## src/hw/rtl/dpmh_pkg.sv

```systemverilog
// Package for the deferred push min-heap core: sizes, codes, state type, compare.
// No dependencies.
package dpmh_pkg;
    localparam int CAPACITY = 64;
    localparam int ADDR_W = $clog2(CAPACITY);
    localparam int CNT_W = ADDR_W + 1;

    localparam logic [1:0] STATUS_OK = 2'd0;
    localparam logic [1:0] STATUS_EMPTY = 2'd1;
    localparam logic [1:0] STATUS_FULL = 2'd2;

    localparam logic ACTION_PUSH = 1'b0;
    localparam logic ACTION_POP = 1'b1;

    typedef struct packed {
        logic signed [15:0] prio;
        logic signed [15:0] value;
    } entry_t;

    typedef enum logic [3:0] {
        ST_IDLE,
        ST_UP_START,
        ST_UP_RD,
        ST_UP_CMP,
        ST_UP_NEXT,
        ST_POP_RD_ROOT,
        ST_POP_RD_LAST,
        ST_POP_WR_ROOT,
        ST_DN_RD_L,
        ST_DN_RD_R,
        ST_DN_CMP,
        ST_DONE
    } state_t;

    // true if a orders strictly before b
    function automatic logic entry_before(entry_t a, entry_t b);
        if (a.prio != b.prio)
            return a.prio < b.prio;
        return a.value < b.value;
    endfunction
endpackage

```

## src/hw/rtl/dpmh_if.sv

```systemverilog
// Valid/ready channel interfaces for the deferred push min-heap core.
// Depends on nothing.
interface dpmh_req_if;
    logic valid;
    logic ready;
    logic action;
    logic signed [15:0] entry_priority;
    logic signed [15:0] entry_value;
    modport source (output valid, action, entry_priority, entry_value, input ready);
    modport sink (input valid, action, entry_priority, entry_value, output ready);
endinterface

interface dpmh_rsp_if;
    logic valid;
    logic ready;
    logic [1:0] status;
    logic signed [15:0] out_priority;
    logic signed [15:0] out_value;
    logic [6:0] tail_position;
    logic [6:0] heap_count;
    logic [6:0] pending_count;
    modport source (output valid, status, out_priority, out_value, tail_position,
                    heap_count, pending_count, input ready);
    modport sink (input valid, status, out_priority, out_value, tail_position,
                  heap_count, pending_count, output ready);
endinterface

```

## src/hw/rtl/dpmh_ram.sv

```systemverilog
// Single-port entry store with registered read.
// Depends on dpmh_pkg.
module dpmh_ram
    import dpmh_pkg::*;
(
    input  logic              clk,
    input  logic              we,
    input  logic [ADDR_W-1:0] addr,
    input  entry_t            wdata,
    output entry_t            rdata
);
    entry_t mem [CAPACITY];

    always_ff @(posedge clk)
    begin
        if (we)
            mem[addr] <= wdata;
        rdata <= mem[addr];
    end
endmodule

```

## src/hw/rtl/deferred_push_min_heap_core.sv

```systemverilog
// Top level of the deferred push min-heap core: sequencer around one entry store.
// Depends on dpmh_pkg, dpmh_if and dpmh_ram.
//
// A min-heap priority queue of CAPACITY 32-bit words (signed priority, signed
// value as tie-break). A push writes the word at the tail unless the queue is
// full, then raises its result; it is not sifted. A pop with an empty queue and
// nothing pending answers STATUS_EMPTY. Otherwise a pop first sifts every
// pending word up (ST_UP_CMP, ST_UP_NEXT per level it climbs), then reads the
// root and the last heap word and moves that word to the root (ST_POP_RD_ROOT,
// ST_POP_RD_LAST, ST_POP_WR_ROOT), then sifts it down (ST_DN_RD_L, ST_DN_RD_R,
// ST_DN_CMP per level it descends), and the result is raised from ST_DONE. The
// cost is set by the single-port entry store: one read or write per cycle. One
// word is in work at a time; the result is held in an output register until
// taken, and the input side is ready again the cycle after that.
module deferred_push_min_heap_core
    import dpmh_pkg::*;
(
    input  logic clk,
    input  logic rst_n,
    dpmh_req_if.sink   req,
    dpmh_rsp_if.source rsp
);
    state_t state_reg, state_next;
    logic [CNT_W-1:0] heap_reg, heap_next, tail_reg, tail_next;
    logic [ADDR_W-1:0] pos_reg, pos_next, best_reg, best_next;
    entry_t cur_reg, cur_next, bw_reg, bw_next;   // sifting word, best child word
    logic [1:0] status_reg, status_next;
    entry_t res_reg, res_next;
    logic rvalid_reg, rvalid_next;

    logic ram_we;
    logic [ADDR_W-1:0] ram_addr;
    entry_t ram_wdata, ram_rdata;

    dpmh_ram u_ram (.clk(clk), .we(ram_we), .addr(ram_addr), .wdata(ram_wdata),
                    .rdata(ram_rdata));

    logic [ADDR_W-1:0] parent;
    logic [CNT_W:0] lchild, rchild;
    logic [CNT_W-1:0] heap_dec;
    assign parent = (pos_reg - 1'b1) >> 1;
    assign lchild = {1'b0, pos_reg, 1'b1};
    assign rchild = {1'b0, pos_reg, 1'b0} + (CNT_W+1)'(2);
    assign heap_dec = heap_reg - 1'b1;

    assign req.ready = (state_reg == ST_IDLE);

    always_ff @(posedge clk or negedge rst_n)
    begin
        if (!rst_n)
        begin
            state_reg <= ST_IDLE;
            heap_reg <= '0;
            tail_reg <= '0;
            rvalid_reg <= 1'b0;
        end
        else
        begin
            state_reg <= state_next;
            heap_reg <= heap_next;
            tail_reg <= tail_next;
            rvalid_reg <= rvalid_next;
        end
    end

    always_ff @(posedge clk)
    begin
        pos_reg <= pos_next;
        best_reg <= best_next;
        cur_reg <= cur_next;
        bw_reg <= bw_next;
        status_reg <= status_next;
        res_reg <= res_next;
    end

    // next state and datapath
    always_comb
    begin
        state_next = state_reg;
        heap_next = heap_reg;
        tail_next = tail_reg;
        pos_next = pos_reg;
        best_next = best_reg;
        cur_next = cur_reg;
        bw_next = bw_reg;
        status_next = status_reg;
        res_next = res_reg;
        rvalid_next = rvalid_reg;
        case (state_reg)
            ST_IDLE:
            begin
                if (req.valid)
                begin
                    res_next = '0;
                    status_next = STATUS_OK;
                    if (req.action == ACTION_PUSH)
                    begin
                        if (tail_reg == CNT_W'(CAPACITY))
                            status_next = STATUS_FULL;
                        else
                            tail_next = tail_reg + 1'b1;
                        state_next = ST_DONE;
                    end
                    else
                        state_next = ST_UP_START;
                end
            end
            ST_UP_START:
            begin
                // absorb next pending word, answer empty, or go pop
                if (tail_reg > heap_reg)
                begin
                    pos_next = heap_reg[ADDR_W-1:0];
                    heap_next = heap_reg + 1'b1;
                    state_next = ST_UP_RD;
                end
                else if (heap_reg == '0)
                begin
                    status_next = STATUS_EMPTY;
                    state_next = ST_DONE;
                end
                else
                    state_next = ST_POP_RD_ROOT;
            end
            ST_UP_RD:
            begin
                // ram returns the word at pos read last cycle; read parent next
                cur_next = ram_rdata;
                state_next = (pos_reg == '0) ? ST_UP_START : ST_UP_CMP;
            end
            ST_UP_CMP:
            begin
                if (entry_before(cur_reg, ram_rdata))
                begin
                    // parent drops into pos; climb
                    pos_next = parent;
                    state_next = ST_UP_NEXT;
                end
                else
                    state_next = ST_UP_START;
            end
            ST_UP_NEXT:
                // at the root, park the word; else fetch the new parent
                state_next = (pos_reg == '0) ? ST_UP_START : ST_UP_CMP;
            ST_POP_RD_ROOT:
                state_next = ST_POP_RD_LAST;
            ST_POP_RD_LAST:
            begin
                res_next = ram_rdata;
                state_next = ST_POP_WR_ROOT;
            end
            ST_POP_WR_ROOT:
            begin
                cur_next = ram_rdata;
                heap_next = heap_dec;
                tail_next = heap_dec;
                pos_next = '0;
                state_next = ST_DN_RD_L;
            end
            ST_DN_RD_L:
            begin
                if (lchild >= (CNT_W+1)'(heap_reg))
                    state_next = ST_DONE;
                else
                    state_next = ST_DN_RD_R;
            end
            ST_DN_RD_R:
            begin
                best_next = lchild[ADDR_W-1:0];
                bw_next = ram_rdata;
                state_next = ST_DN_CMP;
            end
            ST_DN_CMP:
            begin
                // ram_rdata is right child when it exists
                if (rchild < (CNT_W+1)'(heap_reg) && entry_before(ram_rdata, bw_reg))
                begin
                    if (entry_before(ram_rdata, cur_reg))
                    begin
                        pos_next = rchild[ADDR_W-1:0];
                        state_next = ST_DN_RD_L;
                    end
                    else
                        state_next = ST_DONE;
                end
                else if (entry_before(bw_reg, cur_reg))
                begin
                    pos_next = best_reg;
                    state_next = ST_DN_RD_L;
                end
                else
                    state_next = ST_DONE;
            end
            ST_DONE:
            begin
                if (!rvalid_reg)
                    rvalid_next = 1'b1;
                else if (rsp.ready)
                begin
                    rvalid_next = 1'b0;
                    state_next = ST_IDLE;
                end
            end
            default:
                state_next = ST_IDLE;
        endcase
    end

    // memory port control
    always_comb
    begin
        ram_we = 1'b0;
        ram_addr = pos_reg;
        ram_wdata = cur_reg;
        case (state_reg)
            ST_IDLE:
            begin
                ram_addr = tail_reg[ADDR_W-1:0];
                ram_wdata = '{prio: req.entry_priority, value: req.entry_value};
                ram_we = req.valid && (req.action == ACTION_PUSH)
                         && (tail_reg != CNT_W'(CAPACITY));
            end
            ST_UP_START:
                ram_addr = heap_reg[ADDR_W-1:0];
            ST_UP_RD:
                ram_addr = parent;
            ST_UP_CMP:
            begin
                if (entry_before(cur_reg, ram_rdata))
                begin
                    // write parent down into pos; its slot is written again later
                    ram_we = 1'b1;
                    ram_addr = pos_reg;
                    ram_wdata = ram_rdata;
                end
                else
                begin
                    ram_we = 1'b1;
                    ram_addr = pos_reg;
                    ram_wdata = cur_reg;
                end
            end
            ST_UP_NEXT:
            begin
                if (pos_reg == '0)
                begin
                    ram_we = 1'b1;
                    ram_addr = pos_reg;
                end
                else
                    ram_addr = parent;
            end
            ST_POP_RD_ROOT:
                ram_addr = '0;
            ST_POP_RD_LAST:
                ram_addr = heap_dec[ADDR_W-1:0];
            ST_POP_WR_ROOT:
                ram_addr = '0;
            ST_DN_RD_L:
            begin
                if (lchild >= (CNT_W+1)'(heap_reg))
                begin
                    ram_we = (heap_reg != '0);
                    ram_addr = pos_reg;
                end
                else
                    ram_addr = lchild[ADDR_W-1:0];
            end
            ST_DN_RD_R:
                ram_addr = (rchild < (CNT_W+1)'(heap_reg)) ? rchild[ADDR_W-1:0]
                                                           : lchild[ADDR_W-1:0];
            ST_DN_CMP:
            begin
                ram_we = 1'b1;
                ram_addr = pos_reg;
                if (rchild < (CNT_W+1)'(heap_reg) && entry_before(ram_rdata, bw_reg))
                    ram_wdata = entry_before(ram_rdata, cur_reg) ? ram_rdata : cur_reg;
                else
                    ram_wdata = entry_before(bw_reg, cur_reg) ? bw_reg : cur_reg;
            end
            default:
                ram_addr = pos_reg;
        endcase
    end

    assign rsp.valid = rvalid_reg;
    assign rsp.status = status_reg;
    assign rsp.out_priority = res_reg.prio;
    assign rsp.out_value = res_reg.value;
    assign rsp.tail_position = 7'(tail_reg);
    assign rsp.heap_count = 7'(heap_reg);
    assign rsp.pending_count = 7'(tail_reg - heap_reg);
endmodule

```

## src/flat_wrapper.sv

```systemverilog
// flat-port wrapper written by rule: the top's interface ports become plain ports
module deferred_push_min_heap_core_flat import dpmh_pkg::*;
  (clk, rst_n, req_valid, req_action, req_entry_priority, req_entry_value, req_ready, rsp_valid, rsp_status, rsp_out_priority, rsp_out_value, rsp_tail_position, rsp_heap_count, rsp_pending_count, rsp_ready);
  dpmh_req_if req_i ();
  dpmh_rsp_if rsp_i ();
  input  logic clk;
  input  logic rst_n;
  input wire logic [$bits(req_i.valid)-1:0] req_valid;
  input wire logic [$bits(req_i.action)-1:0] req_action;
  input wire logic [$bits(req_i.entry_priority)-1:0] req_entry_priority;
  input wire logic [$bits(req_i.entry_value)-1:0] req_entry_value;
  output wire logic [$bits(req_i.ready)-1:0] req_ready;
  output wire logic [$bits(rsp_i.valid)-1:0] rsp_valid;
  output wire logic [$bits(rsp_i.status)-1:0] rsp_status;
  output wire logic [$bits(rsp_i.out_priority)-1:0] rsp_out_priority;
  output wire logic [$bits(rsp_i.out_value)-1:0] rsp_out_value;
  output wire logic [$bits(rsp_i.tail_position)-1:0] rsp_tail_position;
  output wire logic [$bits(rsp_i.heap_count)-1:0] rsp_heap_count;
  output wire logic [$bits(rsp_i.pending_count)-1:0] rsp_pending_count;
  input wire logic [$bits(rsp_i.ready)-1:0] rsp_ready;
  assign req_i.valid = req_valid;
  assign req_i.action = req_action;
  assign req_i.entry_priority = req_entry_priority;
  assign req_i.entry_value = req_entry_value;
  assign req_ready = req_i.ready;
  assign rsp_valid = rsp_i.valid;
  assign rsp_status = rsp_i.status;
  assign rsp_out_priority = rsp_i.out_priority;
  assign rsp_out_value = rsp_i.out_value;
  assign rsp_tail_position = rsp_i.tail_position;
  assign rsp_heap_count = rsp_i.heap_count;
  assign rsp_pending_count = rsp_i.pending_count;
  assign rsp_i.ready = rsp_ready;
  deferred_push_min_heap_core u_core (.clk(clk), .rst_n(rst_n), .req(req_i), .rsp(rsp_i));
endmodule
```

## config.mk

```make
export PLATFORM = sky130hd
export DESIGN_NAME = deferred_push_min_heap_core_flat
export DESIGN_NICKNAME = d
export VERILOG_FILES = /design/src/hw/rtl/dpmh_pkg.sv /design/src/hw/rtl/dpmh_if.sv /design/src/hw/rtl/dpmh_ram.sv /design/src/hw/rtl/deferred_push_min_heap_core.sv /design/src/flat_wrapper.sv
export SDC_FILE = /design/constraint.sdc
export NUM_CORES = 2
export LEC_CHECK = 0
export BUFFER_PORTS_ARGS = -buffer_cell sky130_fd_sc_hd__buf_2
export CAP_MARGIN = 20
export CORE_UTILIZATION = 68
export CTS_CLUSTER_DIAMETER = 80
export DETAILED_ROUTE_END_ITERATION = 7
export PLACE_DENSITY_LB_ADDON = 0.25
export SLEW_MARGIN = 20
export SYNTH_ARGS = -nofsm -noshare
export SYNTH_HDL_FRONTEND = slang
export SYNTH_SLANG_ARGS = --single-unit
```

## constraint.sdc

```tcl
create_clock -name clk -period 11 [get_ports clk]
set_input_delay 0 -clock clk [delete_from_list [all_inputs] [get_ports clk]]
set_output_delay 0 -clock clk [all_outputs]
set_load 0.005 [all_outputs]
```

# After elaboration in Yosys (flattened, before gate mapping)
# Memory sizes are Yosys's and may differ from the RTL's. A register that Yosys moved wholly into a read port is not among the register bits.
# Index checks and enable logic that the tools add are counted.
dict set report totals {
  register_bits 128
  ramBits 2048
  output_inout_bits 57
  elab_cells 155
  memories 1
}
# name depth word_bits read_ports rd_clocked_by_memory_dff wr line_no
set memory_table {}
lappend memory_table {u_core.u_ram.mem 64 32 1 1 1 dpmh_ram.sv:12} ;# entry_t mem [CAPACITY];
dict set report op_classes {
  add_sub_neg 6
  order_cmp 11
  n_eq_ne 28
  mux 73
  bitwise_logic 1
  n_reduce_logical 22
}
# cell n
set ops {}
lappend ops {{$mux 32} 5}
lappend ops {{$lt 16x16->1} 8}
lappend ops {{$pmux 32 s3} 1}
lappend ops {{$ne 16x16->1} 4}
lappend ops {{$pmux 32 s2} 1}
lappend ops {{$mux 6} 8}
lappend ops {{$pmux 6 s8} 1}
lappend ops {{$pmux 4 s11} 1}
lappend ops {{$mux 1} 30}
lappend ops {{$mux 4} 7}
lappend ops {{$mux 7} 4}
lappend ops {{$pmux 7 s2} 2}
lappend ops {{$pmux 6 s4} 1}
lappend ops {{$mux 2} 9}
lappend ops {{$eq 4x3->1 const B} 4}
lappend ops {{$eq 4x4->1 const B} 4}
lappend ops {{$add 7x1->7 const B} 2}
lappend ops {{$ne 2x2->1 const B} 5}
lappend ops {{$add 7x2->8 const B} 1}
lappend ops {{$eq 4x2->1 const B} 2}
lappend ops {{$lt 8x7->1} 1}
lappend ops {{$ne 2x1->1 const B} 4}
lappend ops {{$reduce_and 4->1} 2}
lappend ops {{$reduce_bool 2->1} 4}
lappend ops {{24 further kinds} 30}

# Longest topological paths before layout
dict set report logic_depth {
  ltp_word 14
  ltp_mapped 18
  ltp_nobuf 13
}

# Cells and area by module
# Synthesis repeated with hierarchy kept, for this count alone.
dict set report unflattened {
  cells_unflattened 5541
  area_unflattened_um2 90406.7
}
# mod instances cells_per_inst area_per_inst_um2 seq_area_each_um2
set by_module_without_submodules {}
lappend by_module_without_submodules {dpmh_ram 1 4553 80676.1 62139.6}
lappend by_module_without_submodules {deferred_push_min_heap_core 1 988 9730.6 3748.6}

# Least setup slack after synthesis
# Ideal clock, no wire load.
dict set report synth_path {
  kind {register to register}
  startpoint {reg u_core.pos_reg[1]}
  endpoint {mem u_core.u_ram.mem[0][18] in the netlist's numbering, data pin}
  arrival_time_ns 6.502
  required_ns 10.095
  setup_slack_ns 3.594
  stages_incl_launch_ff 14
  path_buffers 3
  synth_period_minus_slack_ns 7.406
  path_cell_list {edfxtp_1 > clkbuf_1 > inv_1 > ha_1 > ha_1 > o211ai_1 > a21oi_2 > nor2_4 > o21ai_0 > nor2_1 > clkbuf_1 > clkbuf_1 > nor3_1 > o41ai_1}
}
# item line_no
set synth_rtl {}
lappend synth_rtl {{start, declared} deferred_push_min_heap_core.sv:25} ;# logic [ADDR_W-1:0] pos_reg, pos_next, best_reg, best_next;
lappend synth_rtl {{start signal, assigned} deferred_push_min_heap_core.sv:68} ;# pos_reg <= pos_next;
lappend synth_rtl {{end, declared} dpmh_ram.sv:12}

# Worst setup path after layout
dict set report layout_path {
  startpoint {reg u_core.pos_reg[2]}
  endpoint {mem u_core.u_ram.mem[42][3] in the netlist's numbering (enable)}
}
dict set report layout_via {
  elab_chain_len 5
  word_cells_on_any_way 14
  cone_classes {2 x add/sub; 2 x order compare; 9 x mux; 1 x reduce/logical}
}
# item
set layout_lines {}
lappend layout_lines {{parallel branches: the longest is 5 deep, another holds $add 7x2->8}}
# Several ways; the timed one is not identified.

==> key figures <==
Route
  – DRC viols: 0
  – Post-route ant nets: 0
  – DR vias: 52,300
  – Avg WL per Cell: 32.0 µm
  – Drt via density: approximately 7.1
  – Number of DRC violations after detailed-routing iteration 0: a little under 8,000
  – Drt pass-1 iters: 6
  – Drt total wl: 237 mm

Global route
  – Largest net degree at the start of global routing: roughly 170
  – Global-route wire length before repair: between 300 and 400 mm
  – Vias in the first global route: just over 50,000
  – Total congestion overflow: 0
  – Total GRT Usage: 0.359
  – Initial antenna violation count: 18

Layout
  – Top reg by flops: u_core.u_ram.mem
  – Final #Nets: roughly 5,700
  – P&R area growth vs syn: 11.1%
  – Max FFs per register: 2,048
  – Commonest cells after routing, fill and taps aside: edfxtp_1, nand2_1, mux2_2
  – Util after Layout: 0.764
  – Leading cell type in the layout, fill and taps excluded: edfxtp_1
  – Fraction of layout cells with a size suffix above 1: 0.165

Worst setup path
  – Worst path required time: roughly 11 ns
  – Startpoint type of the worst setup path: flop
  – CP Max Fanout: between 70 and 80
  – Setup Crit Path Kind: flop to flop
  – CP endpoint kind: flop
  – Reg2reg path depth: 13
  – Reg2reg start: u_core.pos_reg[2]
  – Worst setup endpoint: u_core.u_ram.mem[42][3]
  – R2R Setup Slk: ~4.3 ns
  – Crit. Startpoint: u_core.pos_reg[2]
  – Reg2reg end: u_core.u_ram.mem[42][3]
  – Arr. time, crit path: about 7.2 ns

STA
  – Setup_tns: 0 ns
  – RSZ-0062 raised after global routing: no
  – Max Freq: approximately 0.15 GHz
  – Tcrit/Tclk final: 0.611
  – Setup Skew: about 0.043 ns
  – Setup violations, final: 0
  – Hold Vio Cnt, Final: 0
  – Slew @ Worst Pin: 1.29 ns
  – Final Slew Violations: 0
  – Min Tclk post-route: slightly below 7 ns
  – Relative slew slack: 0.136

CTS
  – CTS Buf Count: a little over 200
  – Root Buffer: clkbuf_16
  – CTS tree: done
  – Worst-path clk slew: 0.07 ns
  – Hold-fix buffers at CTS: 9
  – CTS Sinks: roughly 2,200
  – Clk_lat worst skew: 0.85 ns
  – Max clock buf depth: 3
  – PostCTS Resize Cnt: 0
  – H-tree levels: 4
  – Post-CTS setup buffer count: 0

Logic synthesis
  – Top FF cell, synth: edfxtp_1
  – Synthesized instance count: roughly 5,400
  – Warnings, synthesis: 0
  – Post-Syn Area per Cell: between 15 and 20 µm²
  – Synth Cell Area: between 80,000 and 90,000 µm²
  – #FFs+latches synth: 2,208
  – Post-synthesis sequential area ratio: 0.737
  – Syn nets: approximately 5,500
  – Top cell type by total area after synthesis: edfxtp_1
  – Yosys top cell area share: 0.724
  – EDFF count, synth: ~2,200
  – Ys async rst share: 0.00861
  – Synth top area cells: edfxtp_1, mux2_2, mux2i_1
  – Synth unique cells: 75

Die
  – Initial Util: 0.688
  – Die Span X: around 360 µm
  – Num ports: between 90 and 100
  – FP Rows: roughly 130
  – Die height: ~360 µm
  – Die ar.: 133,000 µm²
  – Core Region: between 100,000 and 150,000 µm²

Placed design
  – IO buf count: 93
  – Detail Placement HPWL: ~130 mm
  – RePlAce Congestion: about 0.91

Worst hold path
  – Hold Crit Class: input pin to flop

Job
  – Max-cap violation count: 0

Outcome
  – Run status: finished clean
-- synth_stat cells (4+ instances only) --
cell type  instances
a21o_1            21
buf_1             12
dfxtp_1           32
and2_1            22
buf_6             25
ha_1             120
nor3b_1            6
a21oi_1           39
buf_2             71
a32o_1           256
a2111oi_0          6
inv_1            108
or3_1              4
nor2_1           126
o21a_1             7
a211oi_1           6
a221oi_1          16
nor3_1            15
o221ai_1         265
xnor2_1           22
o22ai_1          132
nand4_1           27
or4_1             36
nand2_1          598
nand2b_1          14
nor4_1            18
clkbuf_1         213
a22oi_1            4
and4_1             4
nand3_1           18
xor2_1             7
o211ai_1          36
a222oi_1          22
dfrtp_1           19
nor2b_1           15
mux2i_1          264
mux2_2           303
buf_4              6
o21ai_0           29
and3_1             6
mux2_1           211
edfxtp_1        2157
-- worst min-delay path by stage --
stage,startpoint,to,slack (ns),cells past startpoint
floorplan,rst_n,u_core.rsp.heap_count[0],-0.30,0
global placement,rst_n,u_core.rsp.tail_position[0],-0.02,1
detailed placement,rst_n,u_core.rsp.tail_position[0],-0.01,1
CTS,rsp_ready,u_core.rsp.valid,0.008,4
global route,rsp_ready,u_core.rsp.valid,0.1,4
finish,rsp_ready,u_core.rsp.valid,0.07,4
-- per-stage QoR --
stage               setup WS, ns  area, µm²  instances  hold WS (ns)
floorplan                   3.59      89400       5371        -0.296
global placement            4.41      92200       7012       -0.0181
detailed placement          4.34      92300       7013       -0.0139
CTS                         4.27      99100       7402       0.00793
global route                4.07      99300       7411        0.0960
finish                      4.28      99300       7415        0.0695
-- cell type report --
| type | count | area (µm²) |
|---|---|---|
| flip-flops and latches | 2208 | 65900 |
| fillers | 6996 | 30700 |
| multi-input cells | 2727 | 22200 |
| clock buffers | 270 | 5500 |
| well taps | 1742 | 2180 |
| repair buffers | 244 | 1830 |
| clock inverters | 110 | 1270 |
| inverters | 109 | 409 |
| diodes | 5 | 12.5 |
-- critical path, stage by stage (launching register included) --
cell and delay, ns:
edfxtp_1 0.73, and3_1 0.27, nand3_1 0.10, xnor2_1 0.16
ha_1 0.32, a21oi_1 0.15, nand3_1 0.15, nor2_4 0.26
nor2_1 0.16, a211oi_2 0.79, nand2b_4 0.58, buf_4 0.62
nand2b_1 0.84, nor2_4 1.08
-- per-layer routing --
layer	up-vias	global-route usage	wire (µm)
met5	-	0	138
met4	22	0.178	12000
met3	613	0.0968	31400
met2	3816	0.546	109000
met1	26100	0.483	85400
li1	21800	-	-
-- cell families after synthesis --
family                     Yosys count  synth area share
and+or+nand+nor                    926            0.0456
AOI/OAI and AO/OA                  871            0.0816
adders and majority gates          122            0.0171
xor gates and xnor gates            29           0.00284
muxes                              779            0.0944
DFF                               2208             0.737
buffers and inverters              436            0.0216
Power is not shown: default switching activity piles up to over one toggle a cycle in this logic, so the estimate is an artifact.
